--- src/sv/pnt_pkg.sv ---
// palette night tint: shared types, blend operands and soft-light table builder
// no dependencies; used by the channel lane, the top level and the testbench

package pnt_pkg;

    // blend operands, low 8 bits used
    localparam int unsigned RED_GREEN_BLEND = 8;
    localparam int unsigned BLUE_BLEND      = 128;

    // configuration register indexes
    localparam logic [1:0] REG_NIGHT_LEVEL      = 2'd0;
    localparam logic [1:0] REG_NIGHT_VALID      = 2'd1;
    localparam logic [1:0] REG_LIGHTNING_ACTIVE = 2'd2;

    localparam logic [8:0]  LEVEL_FULL = 9'd256;

    typedef logic [255:0][7:0] blend_tab_t;

    // per-stage load enables shared by the lanes
    typedef struct packed {
        logic ld1;
        logic ld2;
        logic ld3;
    } pnt_stage_en_t;

    function automatic longint unsigned isqrt64(input longint unsigned v_in);
        longint unsigned v;
        longint unsigned res;
        longint unsigned bit_v;
        v   = v_in;
        res = 0;
        for (int i = 31; i >= 0; i--)
        begin
            bit_v = longint'(1) << (2 * i);
            if (v >= res + bit_v)
            begin
                v   = v - (res + bit_v);
                res = (res >> 1) + bit_v;
            end
            else
            begin
                res = res >> 1;
            end
        end
        return res;
    endfunction

    // exact soft-light blend of every channel value against operand b
    function automatic blend_tab_t make_blend_tab(input int unsigned b_in);
        blend_tab_t      tab;
        longint unsigned a;
        longint unsigned b;
        longint unsigned num;
        longint unsigned c;
        longint unsigned k;
        longint unsigned p;
        longint unsigned r;
        b = longint'(b_in & 32'hFF);
        for (int i = 0; i < 256; i++)
        begin
            a = longint'(i);
            if (2 * b < 255)
            begin
                num = 2 * a * b * 255 + a * a * (255 - 2 * b);
                r   = num / 65025;
            end
            else
            begin
                c = 2 * b - 255;
                k = isqrt64(c * c * 255 * a);
                p = 2 * a * (255 - b);
                r = (p + k) / 255;
            end
            if (r > 255)
            begin
                r = 255;
            end
            tab[i] = r[7:0];
        end
        return tab;
    endfunction

endpackage

--- src/sv/pnt_if.sv ---
// palette night tint: handshake channels for entries, results and configuration
// depends on nothing; widths follow the field definitions of the block

interface pnt_entry_if;
    logic       valid;
    logic       ready;
    logic [7:0] entry_index;
    logic [7:0] blue_in;
    logic [7:0] green_in;
    logic [7:0] red_in;
    logic       last_entry;

    modport source (output valid, entry_index, blue_in, green_in, red_in, last_entry,
                    input ready);
    modport sink   (input valid, entry_index, blue_in, green_in, red_in, last_entry,
                    output ready);
endinterface

interface pnt_result_if;
    logic       valid;
    logic       ready;
    logic [7:0] entry_index_out;
    logic [7:0] red_out;
    logic [7:0] green_out;
    logic [7:0] blue_out;
    logic       last_out;

    modport source (output valid, entry_index_out, red_out, green_out, blue_out, last_out,
                    input ready);
    modport sink   (input valid, entry_index_out, red_out, green_out, blue_out, last_out,
                    output ready);
endinterface

interface pnt_cfg_if;
    logic       valid;
    logic       ready;
    logic [1:0] index;
    logic [8:0] data;

    modport source (output valid, index, data, input ready);
    modport sink   (input valid, index, data, output ready);
endinterface

--- src/sv/pnt_lane.sv ---
// palette night tint: three-stage datapath for one colour channel
// depends on pnt_pkg for the stage enable struct and the table type

module pnt_lane (
    input  logic                   clk,
    input  pnt_pkg::pnt_stage_en_t en,
    input  pnt_pkg::blend_tab_t    tab,
    input  logic [8:0]             level,
    input  logic [7:0]             chan,
    output logic [7:0]             chan_out
);

    logic [7:0]  a1_reg;
    logic [7:0]  s1_reg;
    logic [7:0]  a2_reg;
    logic        neg2_reg;
    logic [15:0] prod2_reg;
    logic [7:0]  out3_reg;

    logic [7:0]  mag;
    logic        neg;
    logic [16:0] prod;
    logic [7:0]  step;
    logic [7:0]  out3_next;

    // distance to the blend, taken as magnitude so the shift truncates toward zero
    always_comb
    begin
        neg  = (s1_reg < a1_reg);
        mag  = neg ? (a1_reg - s1_reg) : (s1_reg - a1_reg);
        prod = {9'd0, mag} * {8'd0, level};
    end

    // result stays between a and s, no wrap
    always_comb
    begin
        step      = prod2_reg[15:8];
        out3_next = neg2_reg ? (a2_reg - step) : (a2_reg + step);
    end

    always_ff @(posedge clk)
    begin
        if (en.ld1)
        begin
            a1_reg <= chan;
            s1_reg <= tab[chan];
        end
        if (en.ld2)
        begin
            a2_reg    <= a1_reg;
            neg2_reg  <= neg;
            prod2_reg <= prod[15:0];
        end
        if (en.ld3)
        begin
            out3_reg <= out3_next;
        end
    end

    assign chan_out = out3_reg;

endmodule

--- src/sv/palette_night_tint_core.sv ---
// Palette night tint, top level: config registers, pipeline control and three lanes.
// Depends on pnt_pkg, the channels in pnt_if and the per-channel datapath pnt_lane.
//
// Each palette entry goes through three register stages: soft-light table lookup,
// one 8x9 multiply of the distance to the blend by the night level, then the add
// or subtract that lands in the output register. One entry is taken every cycle
// while the result side does not stall the pipeline, so throughput is one entry
// per clock when nothing stalls. Stalls on the result side back up stage by stage;
// a bubble in any stage still lets the input side keep moving. Tinting applies
// only while night_valid is set and lightning_active is clear; a night level above
// 256 acts as a full blend. Configuration writes are always accepted and must be
// made while no entry is in flight.

module palette_night_tint_core (
    input  logic        clk,
    input  logic        rst_n,
    pnt_cfg_if.sink     cfg,
    pnt_entry_if.sink   entry,
    pnt_result_if.source result
);

    localparam pnt_pkg::blend_tab_t RG_TAB =
        pnt_pkg::make_blend_tab(pnt_pkg::RED_GREEN_BLEND);
    localparam pnt_pkg::blend_tab_t BL_TAB =
        pnt_pkg::make_blend_tab(pnt_pkg::BLUE_BLEND);

    logic [8:0] night_level_reg;
    logic       night_valid_reg;
    logic       lightning_active_reg;

    logic       v1_reg, v2_reg, v3_reg;
    logic       v1_next, v2_next, v3_next;
    logic [7:0] idx1_reg, idx2_reg, idx3_reg;
    logic       last1_reg, last2_reg, last3_reg;

    logic [8:0]             level;
    pnt_pkg::pnt_stage_en_t en;

    assign cfg.ready = 1'b1;

    always_ff @(posedge clk or negedge rst_n)
    begin
        if (!rst_n)
        begin
            night_level_reg      <= '0;
            night_valid_reg      <= 1'b0;
            lightning_active_reg <= 1'b0;
        end
        else if (cfg.valid && cfg.ready)
        begin
            unique case (cfg.index)
                pnt_pkg::REG_NIGHT_LEVEL:      night_level_reg      <= cfg.data;
                pnt_pkg::REG_NIGHT_VALID:      night_valid_reg      <= cfg.data[0];
                pnt_pkg::REG_LIGHTNING_ACTIVE: lightning_active_reg <= cfg.data[0];
                default:                       ;
            endcase
        end
    end

    // effective factor: zero when tinting is off, saturated to full
    always_comb
    begin
        if (!night_valid_reg || lightning_active_reg)
            level = '0;
        else if (night_level_reg > pnt_pkg::LEVEL_FULL)
            level = pnt_pkg::LEVEL_FULL;
        else
            level = night_level_reg;
    end

    // a stage loads when it is empty or the next one takes its item
    always_comb
    begin
        en.ld3  = !v3_reg || result.ready;
        en.ld2  = !v2_reg || en.ld3;
        en.ld1  = !v1_reg || en.ld2;
        v1_next = en.ld1 ? entry.valid : v1_reg;
        v2_next = en.ld2 ? v1_reg : v2_reg;
        v3_next = en.ld3 ? v2_reg : v3_reg;
    end

    assign entry.ready = en.ld1;

    always_ff @(posedge clk or negedge rst_n)
    begin
        if (!rst_n)
        begin
            v1_reg <= 1'b0;
            v2_reg <= 1'b0;
            v3_reg <= 1'b0;
        end
        else
        begin
            v1_reg <= v1_next;
            v2_reg <= v2_next;
            v3_reg <= v3_next;
        end
    end

    always_ff @(posedge clk)
    begin
        if (en.ld1)
        begin
            idx1_reg  <= entry.entry_index;
            last1_reg <= entry.last_entry;
        end
        if (en.ld2)
        begin
            idx2_reg  <= idx1_reg;
            last2_reg <= last1_reg;
        end
        if (en.ld3)
        begin
            idx3_reg  <= idx2_reg;
            last3_reg <= last2_reg;
        end
    end

    pnt_lane u_red (
        .clk      (clk),
        .en       (en),
        .tab      (RG_TAB),
        .level    (level),
        .chan     (entry.red_in),
        .chan_out (result.red_out)
    );

    pnt_lane u_green (
        .clk      (clk),
        .en       (en),
        .tab      (RG_TAB),
        .level    (level),
        .chan     (entry.green_in),
        .chan_out (result.green_out)
    );

    pnt_lane u_blue (
        .clk      (clk),
        .en       (en),
        .tab      (BL_TAB),
        .level    (level),
        .chan     (entry.blue_in),
        .chan_out (result.blue_out)
    );

    assign result.valid           = v3_reg;
    assign result.entry_index_out = idx3_reg;
    assign result.last_out        = last3_reg;

endmodule

--- src/flat_wrapper.sv ---
// flat-port wrapper written by rule: the top's interface ports become plain ports
module palette_night_tint_core_flat 
  (clk, rst_n, cfg_valid, cfg_index, cfg_data, cfg_ready, entry_valid, entry_entry_index, entry_blue_in, entry_green_in, entry_red_in, entry_last_entry, entry_ready, result_valid, result_entry_index_out, result_red_out, result_green_out, result_blue_out, result_last_out, result_ready);
  pnt_cfg_if cfg_i ();
  pnt_entry_if entry_i ();
  pnt_result_if result_i ();
  input  logic clk;
  input  logic rst_n;
  input wire logic [$bits(cfg_i.valid)-1:0] cfg_valid;
  input wire logic [$bits(cfg_i.index)-1:0] cfg_index;
  input wire logic [$bits(cfg_i.data)-1:0] cfg_data;
  output wire logic [$bits(cfg_i.ready)-1:0] cfg_ready;
  input wire logic [$bits(entry_i.valid)-1:0] entry_valid;
  input wire logic [$bits(entry_i.entry_index)-1:0] entry_entry_index;
  input wire logic [$bits(entry_i.blue_in)-1:0] entry_blue_in;
  input wire logic [$bits(entry_i.green_in)-1:0] entry_green_in;
  input wire logic [$bits(entry_i.red_in)-1:0] entry_red_in;
  input wire logic [$bits(entry_i.last_entry)-1:0] entry_last_entry;
  output wire logic [$bits(entry_i.ready)-1:0] entry_ready;
  output wire logic [$bits(result_i.valid)-1:0] result_valid;
  output wire logic [$bits(result_i.entry_index_out)-1:0] result_entry_index_out;
  output wire logic [$bits(result_i.red_out)-1:0] result_red_out;
  output wire logic [$bits(result_i.green_out)-1:0] result_green_out;
  output wire logic [$bits(result_i.blue_out)-1:0] result_blue_out;
  output wire logic [$bits(result_i.last_out)-1:0] result_last_out;
  input wire logic [$bits(result_i.ready)-1:0] result_ready;
  assign cfg_i.valid = cfg_valid;
  assign cfg_i.index = cfg_index;
  assign cfg_i.data = cfg_data;
  assign cfg_ready = cfg_i.ready;
  assign entry_i.valid = entry_valid;
  assign entry_i.entry_index = entry_entry_index;
  assign entry_i.blue_in = entry_blue_in;
  assign entry_i.green_in = entry_green_in;
  assign entry_i.red_in = entry_red_in;
  assign entry_i.last_entry = entry_last_entry;
  assign entry_ready = entry_i.ready;
  assign result_valid = result_i.valid;
  assign result_entry_index_out = result_i.entry_index_out;
  assign result_red_out = result_i.red_out;
  assign result_green_out = result_i.green_out;
  assign result_blue_out = result_i.blue_out;
  assign result_last_out = result_i.last_out;
  assign result_i.ready = result_ready;
  palette_night_tint_core u_core (.clk(clk), .rst_n(rst_n), .cfg(cfg_i), .entry(entry_i), .result(result_i));
endmodule
--- config.mk ---
export PLATFORM = sky130hd
export DESIGN_NAME = palette_night_tint_core_flat
export DESIGN_NICKNAME = d
export VERILOG_FILES = /design/src/sv/pnt_pkg.sv /design/src/sv/pnt_if.sv /design/src/sv/pnt_lane.sv /design/src/sv/palette_night_tint_core.sv /design/src/flat_wrapper.sv
export SDC_FILE = /design/constraint.sdc
export NUM_CORES = 1
export LEC_CHECK = 0
export BUFFER_PORTS_ARGS = -buffer_cell sky130_fd_sc_hd__buf_2
export CAP_MARGIN = 20
export CORE_MARGIN = 3
export CORE_UTILIZATION = 60
export CTS_BUF_LIST = sky130_fd_sc_hd__clkbuf_8
export DETAILED_ROUTE_END_ITERATION = 10
export PLACE_DENSITY = 0.86
export SETUP_SLACK_MARGIN = 0.15
export SYNTH_ARGS = -nofsm -noshare
export SYNTH_HDL_FRONTEND = slang
export SYNTH_SLANG_ARGS = --single-unit
--- constraint.sdc ---
create_clock -name clk -period 17.8 [get_ports clk]
set_input_delay 1.78 -clock clk [delete_from_list [all_inputs] [get_ports clk]]
set_output_delay 1.78 -clock clk [all_outputs]
set_load 0.02 [all_outputs]
==> impl_metrics.ini <==
[placed_design]
pre_cts_ws_ps = 10700
hpwlAfterDp_mm = 23.6
gp_congestion = 0.890
port_buffers = 83

[power_and_ir_drop]
p_per_area_nw_per_um2 = 98.5
power.ir.vdd_worst_uv = 57.8
power.static_leakage_nw = 6.97

[floorplanning]
core-area_um2 = 23600
die_footprint_um2 = 26100
chipWidth_um = 161
standard_cell_row_count = 56
ioPinCount = 85
die_h_um = 161
start_util_pct = 61.4

[logic_synthesis]
synth_ff_type = sky130_fd_sc_hd__edfxtp_1
ys_seq_elements = 147
post_synthesis_cells = 1585
yosys.cell_count.top_type = sky130_fd_sc_hd__nor2_1
yosys_warnings = 0
synth_top_area_share_pct = 27.6
synth_cell_types = 79
synth_area_per_cell_um2 = 9.15
synth.area.top_cells = sky130_fd_sc_hd__edfxtp_1 (28%), sky130_fd_sc_hd__ha_1 (13%), sky130_fd_sc_hd__fa_1 (12%)
synth.yosys.seq_area_share_pct = 30.0
synth_common_cells = sky130_fd_sc_hd__nor2_1 (194), sky130_fd_sc_hd__inv_1 (174), sky130_fd_sc_hd__ha_1 (145)
ys_async_sr_fraction_pct = 9.52
yosys.area.top_type = sky130_fd_sc_hd__edfxtp_1
mappedNetlistArea_um2 = 14500
synth_enable_flop_cells = 133

[timing]
finalSetupViolCount = 0
worst_slack_ps = 10640
timing.final.crit_period_ps = 7160
timing.fmax_mhz = 140
finalHoldViolations = 0
share_of_the_cycle_needed_by_the_critical_path_after_routing_pct = 40.2
setup_repair_after_global_routing_missed_its_margin = no
timing.final.max_slew_violations = 0
worst-slew-pin-transition_ps = 983
finalClockSkew_ps = 9.71
relSlewSlack_pct = 34.5
fin_tns_setup_ps = 0

[global_routing]
via_count_of_the_first_global_routing_pass = 11500
grt_antenna_before_repair = 2
globalRouteOverflowTotal = 0
grt_use_total_pct = 25.7
wire_length_of_the_first_global_routing_pass_mm = 55.5
grt_start_max_net_pins = 78

[clocking]
holdBufCountCts = 0
cts_tree = done
cts_buffers = 17
htree_num_levels = 4
cts-root-buf = sky130_fd_sc_hd__clkbuf_8
cts_resized = 0
clk_pin_slew_ps = 90
clk_latency_ps = 470
numClockSinks = 147
clock_path_buffers = 2
post_cts_buffers = 0

[worst_setup_path]
register_to_register_path_depth = 23
critical_path_class = register to register
regToRegEndpoint = u_core.u_red.prod2_reg[15]
critPathMaxFanout = 11
cp.arrival_ps = 7380
rrSetupSlack_ps = 10640
critPathLaunch = u_core.u_red.a1_reg[5]
cp-end-kind = register
critical_path.endpoint = u_core.u_red.prod2_reg[15]
startpoint_type = register
required_ps = 18020
crit-reg2reg-launch = u_core.u_red.a1_reg[5]

[hold_path]
holdCritStartpoint = u_core.u_blue.s1_reg[7]
min_path_type = register to register

[drt]
first_pass_iters = 6
drt.antenna.violating_nets = 0
vias = 11800
average_detailed_routed_wire_length_per_instance_um = 17.1
detail_route.drc_violations = 0
routed_wl_mm = 33.3
routed_via_density = 6.09
detailedRoute.firstIterationViolations = 1297

[finish]
layout_cells_sized_above_1_pct = 10.4
layout-area-overhead-vs-synth_pct = 6.92
largest_register_ffs = 9
antennaDiodeCount = 0
finish.net_count = 1893
n_fill_cell = 1821

[run_status]
outcome = complete, no violations

[job]
maxCapViolations = 0
[cells by family (layout without fill, tap and decap cells)]
family,after synthesis,after routing,share of synthesized area (%)
AND/OR/NAND/NOR,468,468,14.9
AO/OA/AOI/OAI,372,372,16.7
buffers and inverters,266,300,6.93
adder cells (fa/ha/maj),232,232,24.5
flip-flops,147,147,30.0
XOR/XNOR,65,65,4.02
multiplexers,33,33,2.99
other,2,8,0.0518
[power by group]
| group | leakage (nW) | internal [W] | switching (W) |
|---|---|---|---|
| combinational | 5.23 | 0.000279 | 0.000444 |
| clock | 0.221 | 0.000155 | 0.000136 |
| sequential | 1.53 | 0.000474 | 0.0000384 |
| total | 6.97 | 0.000907 | 0.000619 |
[cell usage in the layout, fill, tap and decap left out, drive strengths merged, types with 14 or more instances in the layout]
cell	netlist	routed
nor2	195	195
inv	174	178
ha	145	145
edfxtp	133	133
nand2	102	102
buf	16	91
a21oi	90	90
o21ai	89	89
fa	86	86
xnor2	42	42
nand3	34	34
nor3	33	33
or2	30	30
a211oi	25	25
a31oi	25	25
xor2	22	22
nor2b	19	19
a21o	18	18
o211ai	18	18
nand2b	18	18
clkbuf	72	17
a221oi	15	15
mux2i	14	14
dfrtp	14	14
[worst max-delay path: stages, from the launching register on]
cell and delay, ps:
sky130_fd_sc_hd__edfxtp_1 380, sky130_fd_sc_hd__inv_1 50, sky130_fd_sc_hd__ha_1 390, sky130_fd_sc_hd__a211oi_1 390, sky130_fd_sc_hd__o21ai_1 210, sky130_fd_sc_hd__nor2_1 570, sky130_fd_sc_hd__a211oi_1 220, sky130_fd_sc_hd__or2_1 300
sky130_fd_sc_hd__xnor2_1 520, sky130_fd_sc_hd__or2_2 230, sky130_fd_sc_hd__fa_1 430, sky130_fd_sc_hd__fa_1 540, sky130_fd_sc_hd__inv_1 60, sky130_fd_sc_hd__fa_1 520, sky130_fd_sc_hd__fa_1 500, sky130_fd_sc_hd__ha_1 340
sky130_fd_sc_hd__o211a_1 150, sky130_fd_sc_hd__o21ai_0 80, sky130_fd_sc_hd__nand2_1 90, sky130_fd_sc_hd__a21oi_1 190, sky130_fd_sc_hd__nand3_1 150, sky130_fd_sc_hd__a41o_1 310, sky130_fd_sc_hd__a31oi_1 200, sky130_fd_sc_hd__xnor2_1 80
[through the flow]
step / utilization, % / area, um^2 / std cells / hold WS, ps / power [W]
after floorplan: - / 14500 / 1591 / 400 / 0.00105
after global placement: 63.8 / 15100 / 1913 / 402 / 0.00119
after detailed placement: 63.8 / 15100 / 1913 / 405 / 0.00123
after CTS: 65.6 / 15500 / 1944 / 419 / 0.00153
after global routing: 65.6 / 15500 / 1944 / 430 / 0.00164
final: 65.6 / 15500 / 1944 / 422 / 0.00153
[worst min path at each step]
stage | endpoint | slack, ps | cells past startpoint
after floorplan | u_core.idx2_reg[0] | 400 | 0
after global placement | u_core.result.entry_index_out[4] | 400 | 0
after detailed placement | u_core.result.entry_index_out[7] | 400 | 0
after CTS | u_core.u_blue.a2_reg[7] | 420 | 0
after global routing | u_core.u_blue.a2_reg[0] | 430 | 0
final | u_core.u_blue.a2_reg[7] | 420 | 0
[final cells by class]
type,instances,area (um^2),share of cell area (%)
Multi-Input combinational cell,1178,9170,59.2
Sequential cell,147,4340,28.0
Tap cell,319,399,2.58
Clock buffer,17,234,1.51
Clock inverter,14,206,1.33
Inverter,178,668,4.31
Timing Repair Buffer,91,475,3.07
[per-layer routing]
metal	global-route usage (%)	up-vias	wire length, um
met4	8.60	4	853
met5	0	-	21
li1	-	5596	-
met2	43.1	480	16100
met3	4.49	78	2090
met1	34.1	5672	14300
(Power assumes the default switching activity.)
